File: src/hw/rtl/apr_pkg.sv
// ----------------------------------------------------------------------------
// apr_pkg
// Shared types, constants and the arctangent table of the point rotator.
// ----------------------------------------------------------------------------
package apr_pkg;

	localparam int COORD_WIDTH_DEF   = 16;
	localparam int CORDIC_STAGES_DEF = 16;

	localparam int ANGLE_WIDTH = 16;
	// residual angle is angle * 2^ANGLE_SHIFT, two extra bits of headroom
	localparam int ANGLE_SHIFT = 16;
	localparam int Z_WIDTH     = ANGLE_WIDTH + ANGLE_SHIFT + 2;
	localparam int GUARD_BITS  = 14;
	localparam int GAIN_SHIFT  = 16;
	localparam int KGAIN_WIDTH = 32;
	localparam int ATAN_COUNT  = 24;

	// 0.6072529350 in Q1.30
	localparam logic signed [KGAIN_WIDTH-1:0] KGAIN = 32'sd652032874;

	localparam logic signed [ANGLE_WIDTH-1:0] QUARTER_TURN =
		ANGLE_WIDTH'(1 << (ANGLE_WIDTH - 2));

	localparam int CFG_INDEX_WIDTH = 2;
	localparam logic [CFG_INDEX_WIDTH-1:0] REG_PIVOT_X = 2'd0;
	localparam logic [CFG_INDEX_WIDTH-1:0] REG_PIVOT_Y = 2'd1;
	localparam logic [CFG_INDEX_WIDTH-1:0] REG_PIVOT_Z = 2'd2;

	typedef enum logic [1:0] {
		AXIS_X    = 2'd0,
		AXIS_Y    = 2'd1,
		AXIS_Z    = 2'd2,
		AXIS_NONE = 2'd3
	} axis_t;

	typedef struct packed {
		logic  valid;
		axis_t axis;
	} apr_ctrl_t;

	// atan(2^-i) with 2^32 as a full turn
	function automatic logic signed [Z_WIDTH-1:0] atan_lut(input int unsigned idx);
		unique case (idx)
			0:  atan_lut = Z_WIDTH'(536870912);
			1:  atan_lut = Z_WIDTH'(316933406);
			2:  atan_lut = Z_WIDTH'(167458907);
			3:  atan_lut = Z_WIDTH'(85004756);
			4:  atan_lut = Z_WIDTH'(42667331);
			5:  atan_lut = Z_WIDTH'(21354465);
			6:  atan_lut = Z_WIDTH'(10679838);
			7:  atan_lut = Z_WIDTH'(5340245);
			8:  atan_lut = Z_WIDTH'(2670163);
			9:  atan_lut = Z_WIDTH'(1335087);
			10: atan_lut = Z_WIDTH'(667544);
			11: atan_lut = Z_WIDTH'(333772);
			12: atan_lut = Z_WIDTH'(166886);
			13: atan_lut = Z_WIDTH'(83443);
			14: atan_lut = Z_WIDTH'(41722);
			15: atan_lut = Z_WIDTH'(20861);
			16: atan_lut = Z_WIDTH'(10430);
			17: atan_lut = Z_WIDTH'(5215);
			18: atan_lut = Z_WIDTH'(2608);
			19: atan_lut = Z_WIDTH'(1304);
			20: atan_lut = Z_WIDTH'(652);
			21: atan_lut = Z_WIDTH'(326);
			22: atan_lut = Z_WIDTH'(163);
			23: atan_lut = Z_WIDTH'(81);
			default: atan_lut = '0;
		endcase
	endfunction

endpackage

File: src/hw/rtl/apr_prep.sv
// ----------------------------------------------------------------------------
// apr_prep
// Plane select, pivot offset, angle fold and gain compensation (two stages).
// ----------------------------------------------------------------------------
module apr_prep import apr_pkg::*; #(
	parameter int COORD_WIDTH = COORD_WIDTH_DEF
) (
	input  logic                          clk,
	input  logic                          arst_n,
	input  logic                          in_valid,
	output logic                          in_ready,
	input  logic [1:0]                    command,
	input  logic signed [ANGLE_WIDTH-1:0] turn_angle,
	input  logic signed [COORD_WIDTH-1:0] coord_x,
	input  logic signed [COORD_WIDTH-1:0] coord_y,
	input  logic signed [COORD_WIDTH-1:0] coord_z,
	input  logic signed [COORD_WIDTH-1:0] pivot_x,
	input  logic signed [COORD_WIDTH-1:0] pivot_y,
	input  logic signed [COORD_WIDTH-1:0] pivot_z,
	output apr_ctrl_t                     ctrl_o,
	input  logic                          ready_i,
	output logic signed [COORD_WIDTH+16:0] wa_o,
	output logic signed [COORD_WIDTH+16:0] wb_o,
	output logic signed [Z_WIDTH-1:0]     z_o,
	output logic signed [COORD_WIDTH-1:0] cx_o,
	output logic signed [COORD_WIDTH-1:0] cy_o,
	output logic signed [COORD_WIDTH-1:0] cz_o
);

	localparam int WW = COORD_WIDTH + 17;
	localparam int PW = COORD_WIDTH + 1 + KGAIN_WIDTH;

	axis_t                          axis_in;
	logic signed [COORD_WIDTH-1:0]  a, b, pa, pb;
	logic signed [COORD_WIDTH:0]    da_n, db_n;
	logic signed [ANGLE_WIDTH-1:0]  ang_n;
	logic                           neg_n;

	apr_ctrl_t                      ctrl_s1;
	logic signed [COORD_WIDTH:0]    da_s1, db_s1;
	logic signed [ANGLE_WIDTH-1:0]  ang_s1;
	logic                           neg_s1;
	logic signed [COORD_WIDTH-1:0]  cx_s1, cy_s1, cz_s1;
	logic                           ready_s1;

	logic signed [PW-1:0]           prod_a, prod_b;
	logic signed [WW-1:0]           wa_n, wb_n;
	logic signed [Z_WIDTH-1:0]      z_n;

	apr_ctrl_t                      ctrl_s2;
	logic signed [WW-1:0]           wa_s2, wb_s2;
	logic signed [Z_WIDTH-1:0]      z_s2;
	logic signed [COORD_WIDTH-1:0]  cx_s2, cy_s2, cz_s2;
	logic                           ready_s2;

	assign axis_in  = axis_t'(command);
	assign ready_s2 = !ctrl_s2.valid || ready_i;
	assign ready_s1 = !ctrl_s1.valid || ready_s2;
	assign in_ready = ready_s1;

	always_comb begin
		unique case (axis_in)
			AXIS_X: begin
				a = coord_y; b = coord_z; pa = pivot_y; pb = pivot_z;
			end
			AXIS_Y: begin
				a = coord_x; b = coord_z; pa = pivot_x; pb = pivot_z;
			end
			AXIS_Z: begin
				a = coord_x; b = coord_y; pa = pivot_x; pb = pivot_y;
			end
			AXIS_NONE: begin
				a = '0; b = '0; pa = '0; pb = '0;
			end
		endcase
		da_n = $signed({a[COORD_WIDTH-1], a}) - $signed({pa[COORD_WIDTH-1], pa});
		db_n = $signed({b[COORD_WIDTH-1], b}) - $signed({pb[COORD_WIDTH-1], pb});
		// fold into the right half plane, adding or subtracting a half turn is
		// the same msb flip at this width
		neg_n = (turn_angle > QUARTER_TURN) || (turn_angle < -QUARTER_TURN);
		ang_n = neg_n ? {~turn_angle[ANGLE_WIDTH-1], turn_angle[ANGLE_WIDTH-2:0]}
		              : turn_angle;
	end

	always_ff @(posedge clk or negedge arst_n) begin
		if (!arst_n) begin
			ctrl_s1 <= '0;
		end else if (ready_s1) begin
			ctrl_s1.valid <= in_valid;
			ctrl_s1.axis  <= axis_in;
		end
	end

	always_ff @(posedge clk) begin
		if (in_valid && ready_s1) begin
			da_s1  <= da_n;
			db_s1  <= db_n;
			ang_s1 <= ang_n;
			neg_s1 <= neg_n;
			cx_s1  <= coord_x;
			cy_s1  <= coord_y;
			cz_s1  <= coord_z;
		end
	end

	always_comb begin
		prod_a = da_s1 * KGAIN;
		prod_b = db_s1 * KGAIN;
		// floor division by 2^16 leaves 14 guard fraction bits
		wa_n = prod_a[GAIN_SHIFT +: WW];
		wb_n = prod_b[GAIN_SHIFT +: WW];
		if (neg_s1) begin
			wa_n = -wa_n;
			wb_n = -wb_n;
		end
		z_n = {{(Z_WIDTH-ANGLE_WIDTH-ANGLE_SHIFT){ang_s1[ANGLE_WIDTH-1]}}, ang_s1,
		       {ANGLE_SHIFT{1'b0}}};
	end

	always_ff @(posedge clk or negedge arst_n) begin
		if (!arst_n) begin
			ctrl_s2 <= '0;
		end else if (ready_s2) begin
			ctrl_s2 <= ctrl_s1;
		end
	end

	always_ff @(posedge clk) begin
		if (ctrl_s1.valid && ready_s2) begin
			wa_s2 <= wa_n;
			wb_s2 <= wb_n;
			z_s2  <= z_n;
			cx_s2 <= cx_s1;
			cy_s2 <= cy_s1;
			cz_s2 <= cz_s1;
		end
	end

	assign ctrl_o = ctrl_s2;
	assign wa_o   = wa_s2;
	assign wb_o   = wb_s2;
	assign z_o    = z_s2;
	assign cx_o   = cx_s2;
	assign cy_o   = cy_s2;
	assign cz_o   = cz_s2;

endmodule

File: config.mk
export PLATFORM = sky130hd
export DESIGN_NAME = apr_prep
export DESIGN_NICKNAME = d
export VERILOG_FILES = /design/src/hw/rtl/apr_pkg.sv /design/src/hw/rtl/apr_prep.sv
export SDC_FILE = /design/constraint.sdc
export NUM_CORES = 1
export LEC_CHECK = 0
export ABC_AREA = 1
export ABC_CLOCK_PERIOD_IN_PS = 6100
export BUFFER_PORTS_ARGS = -buffer_cell sky130_fd_sc_hd__buf_4
export CAP_MARGIN = 15
export CORE_MARGIN = 5
export CORE_UTILIZATION = 55
export CTS_BUF_LIST = sky130_fd_sc_hd__clkbuf_16
export DETAILED_ROUTE_END_ITERATION = 8
export PLACE_DENSITY_LB_ADDON = 0.25
export SETUP_SLACK_MARGIN = 0.02
export SYNTH_ARGS = -nofsm -noshare
export SYNTH_HDL_FRONTEND = slang
export SYNTH_SLANG_ARGS = --single-unit
export TNS_END_PERCENT = 30
File: constraint.sdc
create_clock -name clk -period 6.1 [get_ports clk]
set_input_delay 1.83 -clock clk [delete_from_list [all_inputs] [get_ports clk]]
set_output_delay 1.83 -clock clk [all_outputs]
set_load 0.02 [all_outputs]
==> results_dict.tcl, run 1 <==
set metrics [dict create \
    slew_headroom_pct 50.94 \
    synth_top_area_share_pct 24.00 \
    worst-path-stages 30 \
    violations "negative setup slack" \
    drive_gt1_share_pct 28.92 \
    grt_setup_unrepaired "true" \
    setup_viol 22 \
    drv_slew 0 \
    max_stage_delay_ns 0.56 \
    critical-path-top-delay-family "adder cells" \
    antenna_left 0 \
    grt_usage_pct 29.49 \
    yosysMostFrequentCell "inv_1" \
    syn_avg_cell_area_um2 8.268 \
    drv_cap 0 \
    top_layer_used "met4" \
    final.setup.tns_ns -0.7093 \
    antenna_found_initial 0 \
    ys_types 48 \
    wire_per_inst_um 17.65 \
    clock.fmax_mhz 161.1 \
    synth_edf_count 229 \
    synth_cells 3793 \
    clk_pin_slew_ns 0.07 \
    rr_worst_depth 30 \
    start_kind "flop" \
    max_slew.worst_pin.slew_ns 0.7360 \
    ioPinCount 270 \
    outcome "complete, but fails checks" \
    viasPerCell 5.018 \
    final.min_clock_period_ns 6.208 \
    final_nets 5396 \
    met1_length_um 40190 \
    synth_warnings 0 \
    yosysSeqAreaShare_pct 22.41 \
    synthFlopType "edfxtp_1" \
    crit_start "db_s1[6]" \
    reg2reg_slack_ns -0.11 \
    wl_um 93620 \
    synthArstFlopShare_pct 2.553 \
    crit_required_ns 6.43 \
    timing.rr.end "wb_o[26]" \
    cp_data_arrival_time_ns 6.54 \
    end_kind "flop" \
    crit_top_cell "nand2_1" \
    start_util_pct 55.62 \
    r2r_start "db_s1[6]" \
    cts_buffers 26 \
    ys_top_cells_by_area "fa_1, edfxtp_1, ha_1, inv_1, nand2_1" \
    root_buffer "clkbuf_16" \
    dpl.hpwl_um 79200 \
    cts.sink_count 235 \
    multi_input_area_mm2 0.02261 \
    critical_path.max_fanout 4 \
    area_growth_pct 30.46 \
    diodes 0 \
    syn_area_mm2 0.03136 \
    postCtsHoldBufs 0 \
    rows 87 \
    die_h_um 248.8 \
    cts_tree "built" \
    skew_ns 0.01184 \
    fin_crit_sh_pct 101.8 \
    insertion_delay_ns 0.58 \
    grt_max_degree 94 \
    cts_buffer_depth 3 \
    die-area_mm2 0.06189 \
    port_buffers 253 \
    place_ws_ns -0.3205 \
    worstSetupPathType "flop to flop" \
    crit_end "wb_o[26]" \
    grt_pass1_vias 27002 \
    fill_cells 4320 \
    drcViolationCount 0 \
    dr_wl_met2_um 43330 \
    die_w_um 248.8 \
    core_area_mm2 0.05639 \
    hold_path_class "flop to flop" \
    yosys-top-cells-count "inv_1, nand2_1, fa_1" \
    final-seq-area_mm2 0.007027 \
    via_count 26609 \
    first_pass_iters 5 \
    fin_ws_ns -0.1078 \
    grt_pass1_wl_um 145800 \
    synth-seq-cells 235 \
    routed-wl-met3_um 7122 \
    htreeDepth 1 \
    yosysTopAreaCell "fa_1" \
    gp_congestion 0.9939 \
    crit_slowest_cell "fa_1" \
    drtIter0Drc 1569 \
    grt_overflow 0 \
    crit_buf_inv 7 \
    hold_viol_final 0 \
]
==> logic make-up (layout without fill, tap and decap cells) <==
logic type,after synthesis,count (layout),synth area share [%]
xor gates and xnor gates,79,79,2.230
adders and majority gates,751,751,38.96
buffers and inverters,1050,1789,12.79
AOI/OAI and AO/OA,275,275,4.808
and+or+nand+nor,1402,1402,18.79
other,1,16,0.01196
DFF,235,235,22.41
==> metrics by stage <==
stage / util, % / cell area [um2] / hold slack (ns) / std cells
CTS: 70.33 / 39650 / 0.4139 / 5271
global placement: 65.78 / 37090 / 0.4013 / 5178
floorplan: - / 31420 / 0.4003 / 3808
global route: 72.56 / 40910 / 0.4224 / 5303
detailed placement: 65.78 / 37090 / 0.4045 / 5178
finish: 72.56 / 40910 / 0.4127 / 5303
==> routing by layer <==
metal  GRT usage [%]  up-vias
li1                -    13090
met1           40.71    12470
met2           48.17      905
met3           6.003      144
met4           7.489        0
met5               0        -
==> flip-flops by register name (all words and copies together) (netlist names) <==
name and cells:
wa_o 33, wb_o 33, da_s1 17, db_s1 17, ang_s1 16, cx_o 16
cx_s1 16, cy_o 16, cy_s1 16, cz_o 16, cz_s1 16, z_o 16
ctrl_o 3, ctrl_s1 3, neg_s1 1
==> cell usage in the layout (no fill, tap or decap), types with 16 or more instances in the layout <==
master / n
nand3b_1: 17
ha_1: 315
a21oi_2: 37
inv_1: 952
edfxtp_1: 229
nand2_4: 30
a22oi_1: 17
conb_1: 16
buf_6: 19
nand3_2: 40
xnor2_1: 17
a21oi_1: 73
clkbuf_16: 26
o21ai_0: 93
xor2_1: 59
ha_4: 45
nor2_1: 130
nand4_1: 49
fa_2: 24
inv_2: 49
nor2_2: 56
nand2_2: 147
buf_4: 710
nand3_1: 118
nor2_4: 51
fa_1: 352
nand2_1: 730
==> how the worst min path moves through the flow <==
stage	start	endpoint	slack (ns)	cells after the start
after CTS	cy_s1[5]	cy_o[5]	0.41	0
after floorplan	cx_s1[0]	cx_o[0]	0.40	0
after detailed placement	ang_s1[0]	z_o[16]	0.40	0
after global placement	cz_s1[3]	cz_o[3]	0.40	0
after global routing	cz_s1[0]	cz_o[0]	0.42	0
final	cy_s1[5]	cy_o[5]	0.41	0
==> area by class of cell <==
class,instances,area share [%]
Timing Repair Buffer,731,13.65
Sequential cell,235,17.18
Multi-Input combinational cell,2523,55.26
Tap cell,756,2.312
Inverter,1010,9.297
Clock inverter,22,0.7156
Clock buffer,26,1.590
==> worst register-to-register path, delay by kind of cell, from the launching register on <==
| family | cells | cell delay [ns] |
|---|---|---|
| adders and majority gates | 7 | 3.15 |
| buffers and inverters | 7 | 0.67 |
| DFF | 1 | 0.48 |
| and+or+nand+nor | 16 | 1.66 |
==> timing repair <==
action,CTS,global route
endpoints found under the setup margin,52,55
setup buffers,45,34
pin swaps,108,148
resized for setup,303,293
Power of run 1 is left out: the tool's default activity adds up to more than one toggle a clock period on the data nets, which glitch-free logic cannot reach.
==> inputs of run 2 (changes only) <==
ABC_CLOCK_PERIOD_IN_PS = 7800   (was 6100)
BUFFER_PORTS_ARGS = -buffer_cell sky130_fd_sc_hd__buf_2   (was -buffer_cell sky130_fd_sc_hd__buf_4)
clock period = 7.8 ns   (was 6.1 ns; I/O delays follow)
==> run 2 against run 1 <==
Against the previous run:
- the flow now finishes without violations
- worst setup slack better by 1.1 ns
- register-to-register slack better by 1.1 ns
- design area is 16% lower
==> results_dict.tcl, run 2 (synthesis gave the netlist of run 1 again) <==
set metrics [dict create \
    outcome "completed" \
    grt_pass1_wl_um 134200 \
    grt_overflow 0 \
    clk_pin_slew_ns 0.06 \
    final_nets 4924 \
    hold_path_class "flop to flop" \
    hold_viol_final 0 \
    worstSetupPathType "flop to flop" \
    grt_setup_unrepaired "false" \
    grt_usage_pct 27.35 \
    antenna_found_initial 0 \
    postCtsHoldBufs 0 \
    rows 87 \
    skew_ns 0.01779 \
    drv_slew 0 \
    max_slew.worst_pin.slew_ns 1.051 \
    drive_gt1_share_pct 9.133 \
    cts_buffer_depth 3 \
    grt_max_degree 67 \
    cts_buffers 26 \
    start_kind "flop" \
    die_h_um 248.8 \
    post_cts_resize_count 0 \
    viasPerCell 5.092 \
    via_count 24589 \
    slew_headroom_pct 29.93 \
    ioPinCount 270 \
    cts.sink_count 235 \
    end_kind "flop" \
    wire_per_inst_um 17.72 \
    drv_cap 0 \
    port_buffers 253 \
    htreeDepth 1 \
    critical_path.max_fanout 9 \
    drtIter0Drc 1791 \
    insertion_delay_ns 0.58 \
    area_growth_pct 9.432 \
    root_buffer "clkbuf_16" \
    drcViolationCount 0 \
    cts_tree "built" \
    mostFrequentLayoutCell "inv_1" \
    die-area_mm2 0.06189 \
    grt_pass1_vias 24460 \
    die_w_um 248.8 \
    layout_common_cells "inv_1, nand2_1, fa_1" \
    first_pass_iters 6 \
    crit_required_ns 8.13 \
    clock.fmax_mhz 146.4 \
    cts_setup_buffers 0 \
    antenna_left 0 \
    core_area_mm2 0.05639 \
    reg2reg_slack_ns 0.97 \
    wl_um 85560 \
    cp_data_arrival_time_ns 7.16 \
    start_util_pct 55.62 \
    dpl.hpwl_um 75510 \
    gp_congestion 1.035 \
    diodes 0 \
    fin_crit_sh_pct 87.60 \
    final.min_clock_period_ns 6.833 \
    setup_viol 0 \
    final.setup.tns_ns 0 \
]
==> run 2: cell types whose count changed in the layout (fill, tap and decap cells not counted), moves of 43 or more <==
cell / previous run / this run
buf_2: 0 / 253
nand3_1: 118 / 161
nor2_4: 51 / 5
ha_4: 45 / 0
ha_1: 315 / 375
nand2_1: 730 / 883
nand2_2: 147 / 22
nor2_1: 130 / 211
inv_1: 952 / 1000
buf_4: 710 / 6
==> run 2: path summary, 6_finish.rpt <==
check,start,endpoint,cells past startpoint
worst max-delay path,db_s1[15],wb_o[28],26
worst min-delay path,ang_s1[9],z_o[25],0
worst max register to register,db_s1[15],wb_o[28],26
worst min register to register,ang_s1[9],z_o[25],0
max in group asynchronous,arst_n,ctrl_o[0],1
min in group asynchronous,arst_n,ctrl_s1[1],1
==> run 2: layer usage <==
metal	vias to the layer above	share of wire (%)	global-route usage (%)
li1	12132	-	-
met1	11346	44	38.59
met2	951	44	43.81
met3	160	8.3	5.032
met4	0	3.6	7.630
met5	-	0	0
==> run 2: cell type report <==
cell class	count	area (um2)
multi-input combinational	2523	20390
clock buffer	26	650.6
timing repair buffer	259	1311
clock inverter	20	200.2
sequential	235	7027
inverter	1010	3794
tap	756	945.9
fill	5192	22070
==> run 2: worst max-delay path, stage by stage (launching register included) <==
cell and delay (ns):
edfxtp_1 0.62, fa_1 0.64, fa_1 0.62, inv_1 0.10, fa_1 0.55, inv_1 0.06, fa_1 0.52, fa_1 0.55
inv_1 0.06, fa_1 0.53, inv_1 0.04, ha_1 0.36, nand2_1 0.11, nor2_1 0.20, nand2_1 0.13, nor2_1 0.17
nand2_1 0.09, nand4_1 0.14, nand2_1 0.14, nor2_2 0.18, nand3_1 0.12, nor2_1 0.25, nand4_1 0.17, nand2_1 0.09
nand2_1 0.05, nand2_1 0.05, inv_1 0.04
==> run 2: stage by stage <==
stage                     util [%]  worst slack (ns)  hold slack, ns  std cells  cell area, um2
after detailed placement     59.35            0.9812          0.4045       4783           33470
after global placement       59.35             1.005          0.4008       4783           33470
after global routing         60.86            0.4963          0.4085       4829           34320
after CTS                    60.86            0.9732          0.4104       4829           34320
after floorplan                  -             1.564          0.4003       3808           31420
final                        60.86            0.9673          0.4106       4829           34320
Power of run 2 is left out for the same reason.
