`config.mk`:
```
export PLATFORM = sky130hd
export DESIGN_NAME = apr_cordic_cell
export DESIGN_NICKNAME = d
export VERILOG_FILES = /design/src/hw/rtl/apr_pkg.sv /design/src/hw/rtl/apr_cordic_cell.sv
export SDC_FILE = /design/constraint.sdc
export NUM_CORES = 1
export LEC_CHECK = 0
export ABC_AREA = 1
export BUFFER_PORTS_ARGS = -buffer_cell sky130_fd_sc_hd__buf_2
export CAP_MARGIN = 20
export CORE_MARGIN = 10
export CORE_UTILIZATION = 40
export CTS_CLUSTER_SIZE = 16
export DETAILED_ROUTE_END_ITERATION = 10
export PLACE_DENSITY_LB_ADDON = 0.05
export SYNTH_ARGS = -nofsm -noshare
export SYNTH_HDL_FRONTEND = slang
export SYNTH_SLANG_ARGS = --single-unit
```
`constraint.sdc`:
```
create_clock -name clk -period 9.89 [get_ports clk]
set_clock_uncertainty 0.2 [all_clocks]
set_input_delay 1.978 -clock clk [delete_from_list [all_inputs] [get_ports clk]]
set_output_delay 1.978 -clock clk [all_outputs]
set_load 0.05 [all_outputs]
```
`src/hw/rtl/apr_pkg.sv`:
```
// ----------------------------------------------------------------------------
// apr_pkg
// Shared types, constants and the arctangent table of the point rotator.
// ----------------------------------------------------------------------------
package apr_pkg;

	localparam int COORD_WIDTH_DEF   = 16;
	localparam int CORDIC_STAGES_DEF = 16;

	localparam int ANGLE_WIDTH = 16;
	// residual angle is angle * 2^ANGLE_SHIFT, two extra bits of headroom
	localparam int ANGLE_SHIFT = 16;
	localparam int Z_WIDTH     = ANGLE_WIDTH + ANGLE_SHIFT + 2;
	localparam int GUARD_BITS  = 14;
	localparam int GAIN_SHIFT  = 16;
	localparam int KGAIN_WIDTH = 32;
	localparam int ATAN_COUNT  = 24;

	// 0.6072529350 in Q1.30
	localparam logic signed [KGAIN_WIDTH-1:0] KGAIN = 32'sd652032874;

	localparam logic signed [ANGLE_WIDTH-1:0] QUARTER_TURN =
		ANGLE_WIDTH'(1 << (ANGLE_WIDTH - 2));

	localparam int CFG_INDEX_WIDTH = 2;
	localparam logic [CFG_INDEX_WIDTH-1:0] REG_PIVOT_X = 2'd0;
	localparam logic [CFG_INDEX_WIDTH-1:0] REG_PIVOT_Y = 2'd1;
	localparam logic [CFG_INDEX_WIDTH-1:0] REG_PIVOT_Z = 2'd2;

	typedef enum logic [1:0] {
		AXIS_X    = 2'd0,
		AXIS_Y    = 2'd1,
		AXIS_Z    = 2'd2,
		AXIS_NONE = 2'd3
	} axis_t;

	typedef struct packed {
		logic  valid;
		axis_t axis;
	} apr_ctrl_t;

	// atan(2^-i) with 2^32 as a full turn
	function automatic logic signed [Z_WIDTH-1:0] atan_lut(input int unsigned idx);
		unique case (idx)
			0:  atan_lut = Z_WIDTH'(536870912);
			1:  atan_lut = Z_WIDTH'(316933406);
			2:  atan_lut = Z_WIDTH'(167458907);
			3:  atan_lut = Z_WIDTH'(85004756);
			4:  atan_lut = Z_WIDTH'(42667331);
			5:  atan_lut = Z_WIDTH'(21354465);
			6:  atan_lut = Z_WIDTH'(10679838);
			7:  atan_lut = Z_WIDTH'(5340245);
			8:  atan_lut = Z_WIDTH'(2670163);
			9:  atan_lut = Z_WIDTH'(1335087);
			10: atan_lut = Z_WIDTH'(667544);
			11: atan_lut = Z_WIDTH'(333772);
			12: atan_lut = Z_WIDTH'(166886);
			13: atan_lut = Z_WIDTH'(83443);
			14: atan_lut = Z_WIDTH'(41722);
			15: atan_lut = Z_WIDTH'(20861);
			16: atan_lut = Z_WIDTH'(10430);
			17: atan_lut = Z_WIDTH'(5215);
			18: atan_lut = Z_WIDTH'(2608);
			19: atan_lut = Z_WIDTH'(1304);
			20: atan_lut = Z_WIDTH'(652);
			21: atan_lut = Z_WIDTH'(326);
			22: atan_lut = Z_WIDTH'(163);
			23: atan_lut = Z_WIDTH'(81);
			default: atan_lut = '0;
		endcase
	endfunction

endpackage

```
`src/hw/rtl/apr_cordic_cell.sv`:
```
// ----------------------------------------------------------------------------
// apr_cordic_cell
// One CORDIC rotation step with its own register and handshake.
// ----------------------------------------------------------------------------
module apr_cordic_cell import apr_pkg::*; #(
	parameter int COORD_WIDTH = COORD_WIDTH_DEF,
	parameter int STAGE       = 0
) (
	input  logic                           clk,
	input  logic                           arst_n,
	input  apr_ctrl_t                      ctrl_i,
	output logic                           ready_o,
	input  logic signed [COORD_WIDTH+16:0] wa_i,
	input  logic signed [COORD_WIDTH+16:0] wb_i,
	input  logic signed [Z_WIDTH-1:0]      z_i,
	input  logic signed [COORD_WIDTH-1:0]  cx_i,
	input  logic signed [COORD_WIDTH-1:0]  cy_i,
	input  logic signed [COORD_WIDTH-1:0]  cz_i,
	output apr_ctrl_t                      ctrl_o,
	input  logic                           ready_i,
	output logic signed [COORD_WIDTH+16:0] wa_o,
	output logic signed [COORD_WIDTH+16:0] wb_o,
	output logic signed [Z_WIDTH-1:0]      z_o,
	output logic signed [COORD_WIDTH-1:0]  cx_o,
	output logic signed [COORD_WIDTH-1:0]  cy_o,
	output logic signed [COORD_WIDTH-1:0]  cz_o
);

	localparam int WW = COORD_WIDTH + 17;
	localparam logic signed [Z_WIDTH-1:0] ATAN = atan_lut(STAGE);

	logic signed [WW-1:0]          sa, sb, wa_n, wb_n;
	logic signed [Z_WIDTH-1:0]     z_n;

	apr_ctrl_t                     ctrl_q;
	logic signed [WW-1:0]          wa_q, wb_q;
	logic signed [Z_WIDTH-1:0]     z_q;
	logic signed [COORD_WIDTH-1:0] cx_q, cy_q, cz_q;

	assign ready_o = !ctrl_q.valid || ready_i;

	always_comb begin
		sa = wa_i >>> STAGE;
		sb = wb_i >>> STAGE;
		if (!z_i[Z_WIDTH-1]) begin
			wa_n = wa_i - sb;
			wb_n = wb_i + sa;
			z_n  = z_i - ATAN;
		end else begin
			wa_n = wa_i + sb;
			wb_n = wb_i - sa;
			z_n  = z_i + ATAN;
		end
	end

	always_ff @(posedge clk or negedge arst_n) begin
		if (!arst_n) begin
			ctrl_q <= '0;
		end else if (ready_o) begin
			ctrl_q <= ctrl_i;
		end
	end

	always_ff @(posedge clk) begin
		if (ctrl_i.valid && ready_o) begin
			wa_q <= wa_n;
			wb_q <= wb_n;
			z_q  <= z_n;
			cx_q <= cx_i;
			cy_q <= cy_i;
			cz_q <= cz_i;
		end
	end

	assign ctrl_o = ctrl_q;
	assign wa_o   = wa_q;
	assign wb_o   = wb_q;
	assign z_o    = z_q;
	assign cx_o   = cx_q;
	assign cy_o   = cy_q;
	assign cz_o   = cz_q;

endmodule

```
==> metrics.md, run 1 <==
| Metric | Value |
|---|---|
| End of the worst register-to-register path | `cx_o[11]` |
| Clock root buffer | `sky130_fd_sc_hd__clkbuf_16` |
| Main combinational cell family by area after synthesis | `simple AND/OR/NAND/NOR gates` |
| CTS max path bufs | `2` |
| Final worst-path cycle share | `49.8%` |
| Number of clock sinks | `150` |
| Setup repair after global routing missed its margin | `false` |
| Die W | `~200 um` |
| Post-Synthesis Net Count | `between 2000 and 2500` |
| Final Max Slew Viols | `0` |
| Worst reg2reg startpoint | `ctrl_o[2]` |
| Worst-skew pair later-pin latency | `~0.42 ns` |
| Vias | `12300` |
| Actual slew at the worst max-slew pin | `0.977 ns` |
| WP data required | `between 7 and 8 ns` |
| Total leakage power | `approximately 8.1 nW` |
| Cts bufs inserted | `17` |
| Final Power | `between 2 and 2.5 mW` |
| Commonest cells post-synth | `sky130_fd_sc_hd__nand2_1 (654), sky130_fd_sc_hd__inv_1 (357), sky130_fd_sc_hd__nand3_1 (165), sky130_fd_sc_hd__edfxtp_1 (147), sky130_fd_sc_hd__nor2_1 (111)` |
| Fraction of the mapped netlist area in adder cells | `a little under an eighth` |
| Crit path DAT | `roughly 2.8 ns` |
| Initial antenna violation count | `1` |
| Final RePlAce weighted congestion | `0.995` |
| Pre-antenna DRT Iters | `5` |
| CTS clk-pin slew, worst paths | `roughly 0.060 ns` |
| Drc violations | `0` |
| Proportion of netlist area held by the largest area contributor | `between 30% and 40%` |
| CTS tree | `yes` |
| H-tree depth | `4` |
| Top cell type by total area after synthesis | `sky130_fd_sc_hd__edfxtp_1` |
| Most used flip-flop cell after synthesis | `sky130_fd_sc_hd__edfxtp_1` |
| Total routed wire length on the met1 layer | `about 23 mm` |
| Max layer used | `met5` |
| P&R area growth vs syn | `18.9%` |
| Number of flops mapped to enable cells by yosys | `~150` |
| Endpoint kind of the worst setup timing path | `output pin` |
| Half-perimeter wire length of the detailed placement result | `~41 mm` |
| Worst-path maximum fanout | `4` |
| Sequential cell area fraction in the yosys report | `roughly 36%` |
| Outcome | `complete, no violations` |
| Maximum number of pins on one net before global-route repair | `80` |
| Hold EP | `ctrl_o[0]` |
| Final-stage net count | `approximately 2300` |
| Synth Area in XOR/XNOR | `under 10%` |
| Area used by multi-input combinational logic | `approximately 6400 um^2` |
| Setup Fix Bufs, Post-CTS | `0` |
| Final Worst Setup Slack | `4.96 ns` |
| Share of cell area taken by muxes after synthesis | `0%` |
| Most used standard cell by instance count after synthesis | `sky130_fd_sc_hd__nand2_1` |
| Max IR drop VDD | `approximately 0.12 mV` |
| Number of max-cap violations | `0` |
| Number of endpoints failing setup at the final stage | `0` |
| Number of synthesis warnings | `0` |
| Normalized max-slew margin | `34.9%` |
| Clock period minus final worst setup slack | `4.93 ns` |
| Compound-cell area share of the yosys netlist | `5.94%` |
| Post-Route Setup TNS | `0 ns` |
| Crit path launch type | `input pin` |
| Final hold violation count | `0` |
| Reg2reg setup slack | `6.89 ns` |
| Gate count of the mapped netlist | `between 1500 and 2000` |
| Count of filler cells inserted in the layout | `3264` |
| Effective utilization at floorplan | `approximately two fifths` |
| Post-Synthesis Mean Instance Area | `between 6 and 7 um^2` |
| Area taken by flip-flops and latches | `around 4500 um^2` |
| Power Dens Cells | `between 100 and 150 nW/um^2` |
| Core Footprint | `just over 30000 um^2` |
| Number of synthesized register bits | `150` |
| Count of pins on the block boundary | `306` |
| Distinct cell type count after synthesis | `35` |
| Synthesized-area fraction occupied by and/or/nand/nor cells | `roughly a third` |
| DR vias/cell | `between 4 and 5` |
| WHS Path Cells | `2` |
| Cell types with the largest area share after synthesis | `sky130_fd_sc_hd__edfxtp_1 (35%), sky130_fd_sc_hd__nand2_1 (20%), sky130_fd_sc_hd__inv_1 (11%), sky130_fd_sc_hd__ha_1 (11%), sky130_fd_sc_hd__nand3_1 (6.6%)` |
| DP Worst Slack | `between 4 and 5 ns` |
| Wire length of the first global-routing pass | `~71 mm` |
| Upper clock frequency limit | `approximately 0.20 GHz` |
| Summed instance area of the synthesized netlist | `12500 um^2` |
| Drt initial violations | `roughly 1200` |
| Share of layout cells above drive strength 1 | `between 10% and 20%` |
| GRT Util Overall | `between 20% and 30%` |
| Die H | `between 150 and 200 um` |
| Vias in the first global route | `roughly 12000` |
| Amount of wire on met2 after detailed routing | `roughly 20 mm` |
| DR WL met3 | `4.33 mm` |
| Class of the tightest hold or removal check | `reg -> reg` |
| Beginning of the worst hold path | `ctrl_o[0]` |
| Total Die Area | `about 39000 um^2` |
| WL per Instance | `19.1 um` |
| Grt ovf | `0` |
| Antenna Nets Post-Route | `0` |
| # diodes | `0` |
| Routed Wire Length | `between 40 and 50 mm` |
| Number of buffers inserted for hold repair after clock tree synthesis | `0` |
| Final standard cell utilization of the core | `48.4%` |
| Post-cts gate resize count | `0` |
| Worst Setup Path Type | `in -> out` |
| Post-synthesis async set-or-reset flop share | `2.00%` |
| Cell depth of the worst flop-to-flop path | `5` |
| IO Port Bufs | `a little over 300` |
| Placement row count | `between 60 and 70` |
[critical path, stage by stage]
cell                     delay (ns)
sky130_fd_sc_hd__buf_2         0.10
sky130_fd_sc_hd__nor2_1        0.29
sky130_fd_sc_hd__inv_1         0.14
sky130_fd_sc_hd__buf_2         0.24
[cells in the final DEF (no fill, tap or decap), drive strengths merged, types with 2 or more instances in the layout]
master / netlist / layout
clkinv: 0 / 3
fa: 4 / 4
buf: 36 / 309
a31oi: 2 / 2
o22ai: 7 / 7
ha: 107 / 107
o21a: 4 / 4
clkbuf: 8 / 18
nor2: 115 / 115
o21bai: 9 / 9
a21o: 2 / 2
edfxtp: 147 / 147
dfrtp: 3 / 3
nand2: 662 / 662
xor2: 23 / 23
nand4: 18 / 18
nand3: 165 / 165
bufinv: 0 / 2
inv: 359 / 364
a21oi: 76 / 76
clkinvlp: 0 / 4
o21ai: 36 / 36
nor3: 10 / 10
[through the flow]
| stage | std cells | area [um^2] | hold WS (ns) |
|---|---|---|---|
| floorplan | 1797 | 12500 | 0.555 |
| finish | 2490 | 14800 | 0.279 |
| CTS | 2490 | 14800 | 0.282 |
| global placement | 2458 | 14300 | 0.276 |
| global route | 2490 | 14800 | 0.311 |
| detailed placement | 2458 | 14300 | 0.268 |
[worst max-delay path by stage]
| stage | slack [ns] | start | end |
|---|---|---|---|
| after floorplan | 0.88 | ready_i | cx_o[0] |
| after global placement | 4.98 | ready_i | ready_o |
| after detailed placement | 4.97 | ready_i | ready_o |
| after CTS | 4.97 | ready_i | ready_o |
| after global routing | 4.87 | ready_i | ready_o |
| final | 4.96 | ready_i | ready_o |
[cells by family (layout without fill, tap and decap cells)]
| family | Yosys count | in the layout |
|---|---|---|
| AND/OR/NAND/NOR | 973 | 973 |
| buffers and inverters | 403 | 700 |
| flip-flops | 150 | 150 |
| AO/OA/AOI/OAI | 137 | 137 |
| adder cells (fa/ha/maj) | 111 | 111 |
| XOR/XNOR | 23 | 23 |
[state kept, by name, indices dropped and copies added (netlist names)]
| register | flops |
|---|---|
| cy_o | 16 |
| z_o | 34 |
| cz_o | 16 |
| wa_o | 32 |
| cx_o | 16 |
| ctrl_o | 3 |
| wb_o | 33 |
[layout make-up]
| class | instances | area share [%] |
|---|---|---|
| multi-input cells | 1244 | 42.9 |
| well taps | 396 | 3.34 |
| flip-flops and latches | 150 | 30.3 |
| inverters | 359 | 9.09 |
| repair buffers | 309 | 10.5 |
| clock inverters | 14 | 0.996 |
| clock buffers | 18 | 2.89 |
[power breakdown]
group / internal [mW] / switching, mW
clock: 0.373 / 0.260
combinational: 0.196 / 0.587
sequential: 0.765 / 0.0112
[routing by layer]
layer / vias up / track usage [%]
li1: 6151 / -
met1: 5626 / 34.2
met2: 533 / 35.5
met3: 34 / 5.70
met4: 2 / 4.72
met5: - / 0
Power figures use the tool's default switching activity.
==> inputs of run 2 (changes only) <==
--- a/config.mk
+++ b/config.mk
@@ -5,7 +5,7 @@
 export SDC_FILE = /design/constraint.sdc
 export NUM_CORES = 1
 export LEC_CHECK = 0
-export ABC_AREA = 1
+export ABC_AREA = 0
 export BUFFER_PORTS_ARGS = -buffer_cell sky130_fd_sc_hd__buf_2
 export CAP_MARGIN = 20
 export CORE_MARGIN = 10
==> constraint.sdc (replaced) <==
create_clock -name clk -period 4.2 [get_ports clk]
set_clock_uncertainty 0.2 [all_clocks]
set_input_delay 0.84 -clock clk [delete_from_list [all_inputs] [get_ports clk]]
set_output_delay 0.84 -clock clk [all_outputs]
set_load 0.05 [all_outputs]
==> run 2 against run 1 <==
Final cell count is 31% lower. Hold slack better by 0.027 ns. Final area shrank 11%. Count of clock-buffer cells in the layout unchanged. Combinational power is 120% higher. Register-to-register slack worse by 4.9 ns. Die area is 15% lower. Core utilization rose by 3.8 points. Setup slack lost 4.6 ns. Critical path type is now in -> reg.
==> metrics.md, run 2 <==
| Metric | Value |
|---|---|
| Gate count of the mapped netlist | `1022 (-43%)` |
| Setup repair after global routing missed its margin | `false` |
| Commonest cells post-synth | `sky130_fd_sc_hd__edfxtp_1 (147), sky130_fd_sc_hd__ha_1 (107), sky130_fd_sc_hd__a21oi_1 (103), sky130_fd_sc_hd__inv_1 (97), sky130_fd_sc_hd__nor2_1 (85)` |
| Top cell type by total area after synthesis | `sky130_fd_sc_hd__edfxtp_1` |
| Initial antenna violation count | `1 (unchanged)` |
| Slowest stage cell, crit path | `sky130_fd_sc_hd__fa_1` |
| Outcome | `complete, no violations` |
| Number of clock sinks | `150 (unchanged)` |
| Die H | `181 um (-7.9%)` |
| Cts bufs inserted | `17 (unchanged)` |
| Post-synthesis async set-or-reset flop share | `2.00% (unchanged)` |
| Number of synthesis warnings | `0 (unchanged)` |
| Wire length of the first global-routing pass | `54.7 mm (-22%)` |
| Post-Synthesis Net Count | `1287 (-38%)` |
| Upper clock frequency limit | `0.258 GHz` |
| Final RePlAce weighted congestion | `0.899 (-9.7%)` |
| WL per Instance | `21.3 um (+12%)` |
| Normalized max-slew margin | `43.0% (+8.2 points)` |
| Setup Fix Bufs, Post-CTS | `0 (unchanged)` |
| WP data required | `4.17 ns (-3.54 ns)` |
| Share of layout cells above drive strength 1 | `31.0% (+14 points)` |
| Area used by multi-input combinational logic | `5320 um^2 (-16%)` |
| Final Cell Area | `13200 um^2 (-11%)` |
| Proportion of netlist area held by the largest area contributor | `42.6% (+7.2 points)` |
| Worst-skew pair later-pin latency | `0.43 ns (about the same)` |
| Die W | `181 um (-7.9%)` |
| Post-Synthesis Mean Instance Area | `10.1 um^2 (+46%)` |
| Sequential cell area fraction in the yosys report | `43.3% (+7.3 points)` |
| Number of synthesized register bits | `150 (unchanged)` |
| Crit path launch type | `input pin` |
| Core Footprint | `25300 um^2 (-17%)` |
| Most prevalent standard cell on the critical path | `sky130_fd_sc_hd__buf_4` |
| Maximum number of pins on one net before global-route repair | `74 (-7.5%)` |
| Count of filler cells inserted in the layout | `2392 (-27%)` |
| Worst Setup Path Type | `in -> reg` |
| Cell types with the largest area share after synthesis | `sky130_fd_sc_hd__edfxtp_1 (43%), sky130_fd_sc_hd__ha_1 (13%), sky130_fd_sc_hd__a21oi_1 (5.0%), sky130_fd_sc_hd__xnor2_1 (4.7%), sky130_fd_sc_hd__inv_1 (3.5%)` |
| CTS clk-pin slew, worst paths | `0.07 ns (about the same)` |
| Most frequent standard cell in the layout excluding fill and tap cells | `sky130_fd_sc_hd__buf_2` |
| Power Dens Cells | `386 nW/um^2 (+160%)` |
| Number of max-cap violations | `0 (unchanged)` |
| Distinct cell type count after synthesis | `77 (+120%)` |
| GRT Util Overall | `21.3% (-2.5 points)` |
| H-tree depth | `4 (unchanged)` |
| Class of the tightest hold or removal check | `reg -> reg` |
| Final worst-path cycle share | `92.4%` |
| Total leakage power | `5.94 nW (-27%)` |
| Actual slew at the worst max-slew pin | `0.854 ns (-0.123 ns)` |
| CTS max path bufs | `2 (unchanged)` |
| Count of pins on the block boundary | `306 (unchanged)` |
| Number of endpoints failing setup at the final stage | `0 (unchanged)` |
| Crit path DAT | `3.85 ns (+1.10 ns)` |
| Worst-path maximum fanout | `4 (unchanged)` |
| Area taken by flip-flops and latches | `4490 um^2 (unchanged)` |
| Total Die Area | `32800 um^2 (-15%)` |
| Vias in the first global route | `8897 (-23%)` |
| IO Port Bufs | `305 (unchanged)` |
| Clock period minus final worst setup slack | `between 3 and 4 ns` |
| Top library cells by usage in the layout, fill and taps aside | `sky130_fd_sc_hd__buf_2 (305), sky130_fd_sc_hd__edfxtp_1 (147), sky130_fd_sc_hd__ha_1 (107), sky130_fd_sc_hd__a21oi_1 (103), sky130_fd_sc_hd__inv_1 (96)` |
| Final hold violation count | `0 (unchanged)` |
| Half-perimeter wire length of the detailed placement result | `29.3 mm (-28%)` |
| Post-Route Setup TNS | `0 ns (unchanged)` |
| DR vias/cell | `5.37 (+8.3%)` |
| Critical Path, Cell by Cell | `buf_2, buf_4, ha_1, fa_1, nor2b_1, o21ai_0, buf_4, a211oi_2, o2111ai_1, buf_4, a31oi_2, a211oi_2, buf_4, o21a_1, o221ai_1, xnor2_1` |
| Number of flip-flops under the largest register name | `34 (unchanged)` |
| Routed Wire Length | `36.5 mm (-23%)` |
| Effective utilization at floorplan | `40.9% (+0.27 points)` |
| Endpoint kind of the worst setup timing path | `register` |
| Antenna Nets Post-Route | `0 (unchanged)` |
| Finished Layout Cells | `1712 (-31%)` |
| Cell Count Post-Placement | `1679 (-32%)` |
| Max IR drop VDD | `0.276 mV (+140%)` |
| Summed instance area of the synthesized netlist | `10400 um^2 (-17%)` |
| Drc violations | `0 (unchanged)` |
| Post-DP Area | `12600 um^2 (-11%)` |
| Grt ovf | `0 (unchanged)` |
| Drt initial violations | `822 (-30%)` |
| Most used flip-flop cell after synthesis | `sky130_fd_sc_hd__edfxtp_1` |
| P&R area growth vs syn | `27.3%` |
| Pre-antenna DRT Iters | `5 (unchanged)` |
| Placement row count | `58 (-9.4%)` |
| Vias | `9196 (-26%)` |
| Final Max Slew Viols | `0 (unchanged)` |
| # diodes | `0 (unchanged)` |
| CTS tree | `yes` |
| Clock root buffer | `sky130_fd_sc_hd__clkbuf_16` |
| Number of flops mapped to enable cells by yosys | `147 (unchanged)` |
| Most used standard cell by instance count after synthesis | `sky130_fd_sc_hd__edfxtp_1` |
| Peak per-stage delay on the critical path | `0.42 ns (+0.13 ns)` |
| Final-stage net count | `1634 (-30%)` |
## run 2: changes by cell type after synthesis, sizes merged, moves of 25 or more
cell | previous run | this run
nand2 | 662 | 44
nor2 | 115 | 85
xnor2 | 0 | 56
nand3 | 165 | 13
inv | 359 | 99
a21oi | 76 | 103
o21ai | 36 | 61
## run 2: worst paths after layout
kind                            slack, ns         to  cells past startpoint  startpoint
worst min register to register       0.31  ctrl_o[1]                      1   ctrl_o[1]
worst min-delay path                 0.31  ctrl_o[1]                      1   ctrl_o[1]
min in group asynchronous            0.55  ctrl_o[2]                      2      arst_n
worst max register to register       2.02    wb_o[9]                      3   ctrl_o[2]
worst max-delay path                 0.32   wb_o[32]                     16     wa_i[0]
max in group asynchronous            3.14  ctrl_o[0]                      2      arst_n
## run 2: critical path, delay by kind of cell
family | cells | cell delay, ns
AO/OA/AOI/OAI | 7 | 1.28
XOR/XNOR | 1 | 0.16
adder cells (fa/ha/maj) | 2 | 0.64
buffers and inverters | 5 | 0.76
AND/OR/NAND/NOR | 1 | 0.17
## run 2: what timing repair did
| item | 4_1_cts | 5_1_grt |
|---|---|---|
| gates resized for setup | 0 | 0 |
| endpoints found under the hold margin | 3 | 0 |
| endpoints found under the setup margin | 0 | 0 |
| hold buffers | 1 | 0 |
## run 2: final cells by class
type | instances | area share (%)
repair buffers | 369 | 15.4
inverters | 103 | 2.93
clock buffers | 18 | 3.25
well taps | 330 | 3.13
clock inverters | 14 | 0.995
flip-flops and latches | 150 | 34.0
multi-input cells | 728 | 40.3
## run 2: cell families (layout without fill, tap and decap cells)
logic type | count (synthesis) | count (layout) | share of synthesized area, %
flip-flops | 150 | 150 | 43.3
buffers and inverters | 144 | 504 | 5.47
XOR/XNOR | 63 | 63 | 5.32
multiplexers | 23 | 23 | 2.26
adder cells (fa/ha/maj) | 111 | 111 | 13.7
AND/OR/NAND/NOR | 217 | 217 | 9.97
AO/OA/AOI/OAI | 314 | 314 | 20.0
## run 2: where the power goes
part	total, mW	internal, mW	switching (mW)
combinational	1.72	0.543	1.17
clock	1.52	0.786	0.737
sequential	1.85	1.82	0.0293
## run 2: per-stage QoR
stage	setup slack (ns)	total power [mW]	utilization, %	hold WS (ns)
after floorplan	0.279	3.04	-	0.344
after global placement	-0.0347	3.59	49.9	0.293
after detailed placement	-0.000299	3.60	49.9	0.293
after CTS	0.401	5.13	52.1	0.309
after global routing	0.130	5.32	52.1	0.330
final	0.320	5.09	52.1	0.306
## run 2: routing by layer
| layer | share of wire, % | vias to the layer above | track usage, % | wire length, um |
|---|---|---|---|---|
| li1 | - | 4398 | - | - |
| met1 | 44 | 4386 | 27.4 | 16000 |
| met2 | 47 | 382 | 35.5 | 17300 |
| met3 | 7.9 | 28 | 5.05 | 2880 |
| met4 | 1.2 | 2 | 4.39 | 447 |
| met5 | 0.019 | - | 0 | 7 |
==> inputs of run 3 (changes only) <==
--- a/config.mk
+++ b/config.mk
@@ -10,6 +10,7 @@
 export CAP_MARGIN = 20
 export CORE_MARGIN = 10
 export CORE_UTILIZATION = 40
+export CTS_BUF_LIST = sky130_fd_sc_hd__clkbuf_8 sky130_fd_sc_hd__clkbuf_16
 export CTS_CLUSTER_SIZE = 16
 export DETAILED_ROUTE_END_ITERATION = 10
 export PLACE_DENSITY_LB_ADDON = 0.05
==> run 3 against run 2 <==
Non-clock buffer count unchanged. Clock power about the same. Count of clock-buffer cells in the layout decreased by 1. Final cell count unchanged. Register-to-register slack is essentially flat. Combinational power barely moved. Hold slack about the same. Wire length barely moved. Critical path depth is the same. Flip-flop and latch count stayed put. Largest power group unchanged. Maximum frequency is essentially flat.
==> metrics.md, run 3 (same netlist as run 2, synthesis figures left out) <==
| Metric | Value |
|---|---|
| Drt initial violations | `822 (unchanged)` |
| Area taken by flip-flops and latches | `4490 um^2 (unchanged)` |
| Grt ovf | `0 (unchanged)` |
| Core Footprint | `25300 um^2 (unchanged)` |
| Number of max-cap violations | `0 (unchanged)` |
| Internal power | `3.15 mW (about the same)` |
| Max IR drop VDD | `0.276 mV (+0.11%)` |
| Power Dens Cells | `386 nW/um^2 (about the same)` |
| H-tree depth | `4 (unchanged)` |
| Vias in the first global route | `8897 (unchanged)` |
| # diodes | `0 (unchanged)` |
| Upper clock frequency limit | `0.258 GHz (about the same)` |
| Placement row count | `58 (unchanged)` |
| Routed Wire Length | `36.5 mm (about the same)` |
| DR vias/cell | `5.36 (-0.16%)` |
| CTS clk-pin slew, worst paths | `0.07 ns (about the same)` |
| Setup repair after global routing missed its margin | `false` |
| Endpoint kind of the worst setup timing path | `register` |
| Vias | `9181 (-0.16%)` |
| Number of flip-flops under the largest register name | `34 (unchanged)` |
| Finished Layout Cells | `1712 (unchanged)` |
| Count of pins on the block boundary | `306 (unchanged)` |
| Normalized max-slew margin | `43.1% (+0.053 points)` |
| Count of filler cells inserted in the layout | `2392 (unchanged)` |
| Setup Fix Bufs, Post-CTS | `0 (unchanged)` |
| Post-cts gate resize count | `0 (unchanged)` |
| Final RePlAce weighted congestion | `0.899 (unchanged)` |
| Final-stage net count | `1634 (unchanged)` |
| Clock Power Share | `29.9% (about the same)` |
| WP data required | `4.17 ns (about the same)` |
| DP Worst Slack | `-0.000299 ns (unchanged)` |
| Switching power | `1.94 mW (about the same)` |
| Clock period minus final worst setup slack | `3.88 ns (-0.000119 ns)` |
| Total leakage power | `5.94 nW (about the same)` |
| Switching power as a share of total power | `38.1% (about the same)` |
| Antenna Nets Post-Route | `0 (unchanged)` |
| Crit path DAT | `3.85 ns (about the same)` |
| Initial antenna violation count | `1 (unchanged)` |
| Final Worst Setup Slack | `0.320 ns (+0.000119 ns)` |
| Final worst-path cycle share | `92.4% (about the same)` |
| Top library cells by usage in the layout, fill and taps aside | `sky130_fd_sc_hd__buf_2 (305), sky130_fd_sc_hd__edfxtp_1 (147), sky130_fd_sc_hd__ha_1 (107), sky130_fd_sc_hd__a21oi_1 (103), sky130_fd_sc_hd__inv_1 (97)` |
| Total Die Area | `32800 um^2 (unchanged)` |
| Effective utilization at floorplan | `40.9% (unchanged)` |
| Share of layout cells above drive strength 1 | `31.0% (unchanged)` |
| Clock root buffer | `sky130_fd_sc_hd__clkbuf_16` |
| Die H | `181 um (unchanged)` |
| Final worst hold slack | `0.306 ns (+0.00000200 ns)` |
| Pre-antenna DRT Iters | `5 (unchanged)` |
| Worst-skew pair later-pin latency | `0.43 ns (about the same)` |
| Crit path launch type | `input pin` |
| Worst Setup Path Type | `in -> reg` |
| Area used by multi-input combinational logic | `5320 um^2 (unchanged)` |
| Final standard cell utilization of the core | `52.1% (unchanged)` |
| Half-perimeter wire length of the detailed placement result | `29.3 mm (unchanged)` |
| IO Port Bufs | `305 (unchanged)` |
| Wire length of the first global-routing pass | `54.7 mm (unchanged)` |
| Relative contribution of sequential cells to total power | `36.4% (about the same)` |
| Number of endpoints failing setup at the final stage | `0 (unchanged)` |
| GRT Util Overall | `21.3% (unchanged)` |
| Most frequent standard cell in the layout excluding fill and tap cells | `sky130_fd_sc_hd__buf_2` |
| Number of clock sinks | `150 (unchanged)` |
| Post-Route Setup TNS | `0 ns (unchanged)` |
| CTS max path bufs | `2 (unchanged)` |
| Cts bufs inserted | `17 (unchanged)` |
| WL per Instance | `21.3 um (about the same)` |
| CTS tree | `yes` |
| Final Max Slew Viols | `0 (unchanged)` |
| Drc violations | `0 (unchanged)` |
| Final hold violation count | `0 (unchanged)` |
| Maximum number of pins on one net before global-route repair | `74 (unchanged)` |
| Worst-path maximum fanout | `4 (unchanged)` |
| Actual slew at the worst max-slew pin | `0.854 ns (-0.000790 ns)` |
| P&R area growth vs syn | `27.3% (unchanged)` |
| Cell Count Post-Placement | `1679 (unchanged)` |
| Comb pwr share | `33.7% (about the same)` |
| Class of the tightest hold or removal check | `reg -> reg` |
| Die W | `181 um (unchanged)` |
| Outcome | `complete, no violations` |
[run 3: cell types whose count changed in the layout (fill, tap and decap cells not counted), sizes merged]
cell | previous run | this run
inv | 107 | 108
clkbuf | 18 | 17
[run 3: critical path: stages]
cell,delay [ns]
sky130_fd_sc_hd__buf_2,0.11
sky130_fd_sc_hd__buf_4,0.13
sky130_fd_sc_hd__ha_1,0.22
sky130_fd_sc_hd__fa_1,0.42
sky130_fd_sc_hd__nor2b_1,0.17
sky130_fd_sc_hd__o21ai_0,0.20
sky130_fd_sc_hd__buf_4,0.16
sky130_fd_sc_hd__a211oi_2,0.09
sky130_fd_sc_hd__o2111ai_1,0.31
sky130_fd_sc_hd__buf_4,0.19
sky130_fd_sc_hd__a31oi_2,0.15
sky130_fd_sc_hd__a211oi_2,0.27
sky130_fd_sc_hd__buf_4,0.17
sky130_fd_sc_hd__o21a_1,0.12
sky130_fd_sc_hd__o221ai_1,0.14
sky130_fd_sc_hd__xnor2_1,0.16
[run 3: layout make-up]
type                            count  area share [%]
Inverter                          103            2.93
Clock inverter                     15            1.02
Sequential cell                   150            34.0
Multi-Input combinational cell    728            40.3
Timing Repair Buffer              369            15.4
Tap cell                          330            3.13
Clock buffer                       17            3.22
[run 3: power groups by stage]
stage	Clock, mW	Sequential, mW	Combinational, mW
after floorplan	0	2.33	0.718
after global placement	0	1.89	1.71
after detailed placement	0	1.89	1.71
after CTS	1.55	1.85	1.72
after global routing	1.61	1.86	1.84
final	1.52	1.85	1.72
[run 3: worst paths after layout]
| path | from | end | slack (ns) | cells past startpoint |
|---|---|---|---|---|
| max | wa_i[0] | wb_o[32] | 0.32 | 16 |
| max reg2reg | ctrl_o[2] | cz_o[14] | 2.02 | 3 |
| min | ctrl_o[1] | ctrl_o[1] | 0.31 | 1 |
| min in group asynchronous | arst_n | ctrl_o[2] | 0.55 | 2 |
| max in group asynchronous | arst_n | ctrl_o[0] | 3.14 | 2 |
| min reg2reg | ctrl_o[1] | ctrl_o[1] | 0.31 | 1 |
[run 3: metrics by stage]
stage,cell area [um^2],total power [mW]
floorplan,10400,3.04
detailed placement,12600,3.60
global placement,12600,3.59
finish,13200,5.09
CTS,13200,5.13
global route,13200,5.32
[run 3: per-layer routing]
metal  share of wire, %  global-route usage [%]  vias to the layer above
li1                   -                       -                     4398
met1                 44                    27.4                     4375
met2                 47                    35.5                      378
met3                7.9                    5.05                       28
met4                1.2                    4.39                        2
met5              0.019                       0                        -
[run 3: timing repair]
item | in CTS | in global routing
hold buffers | 1 | 0
endpoints found under the setup margin | 0 | 0
hold endpoints to repair | 3 | 0
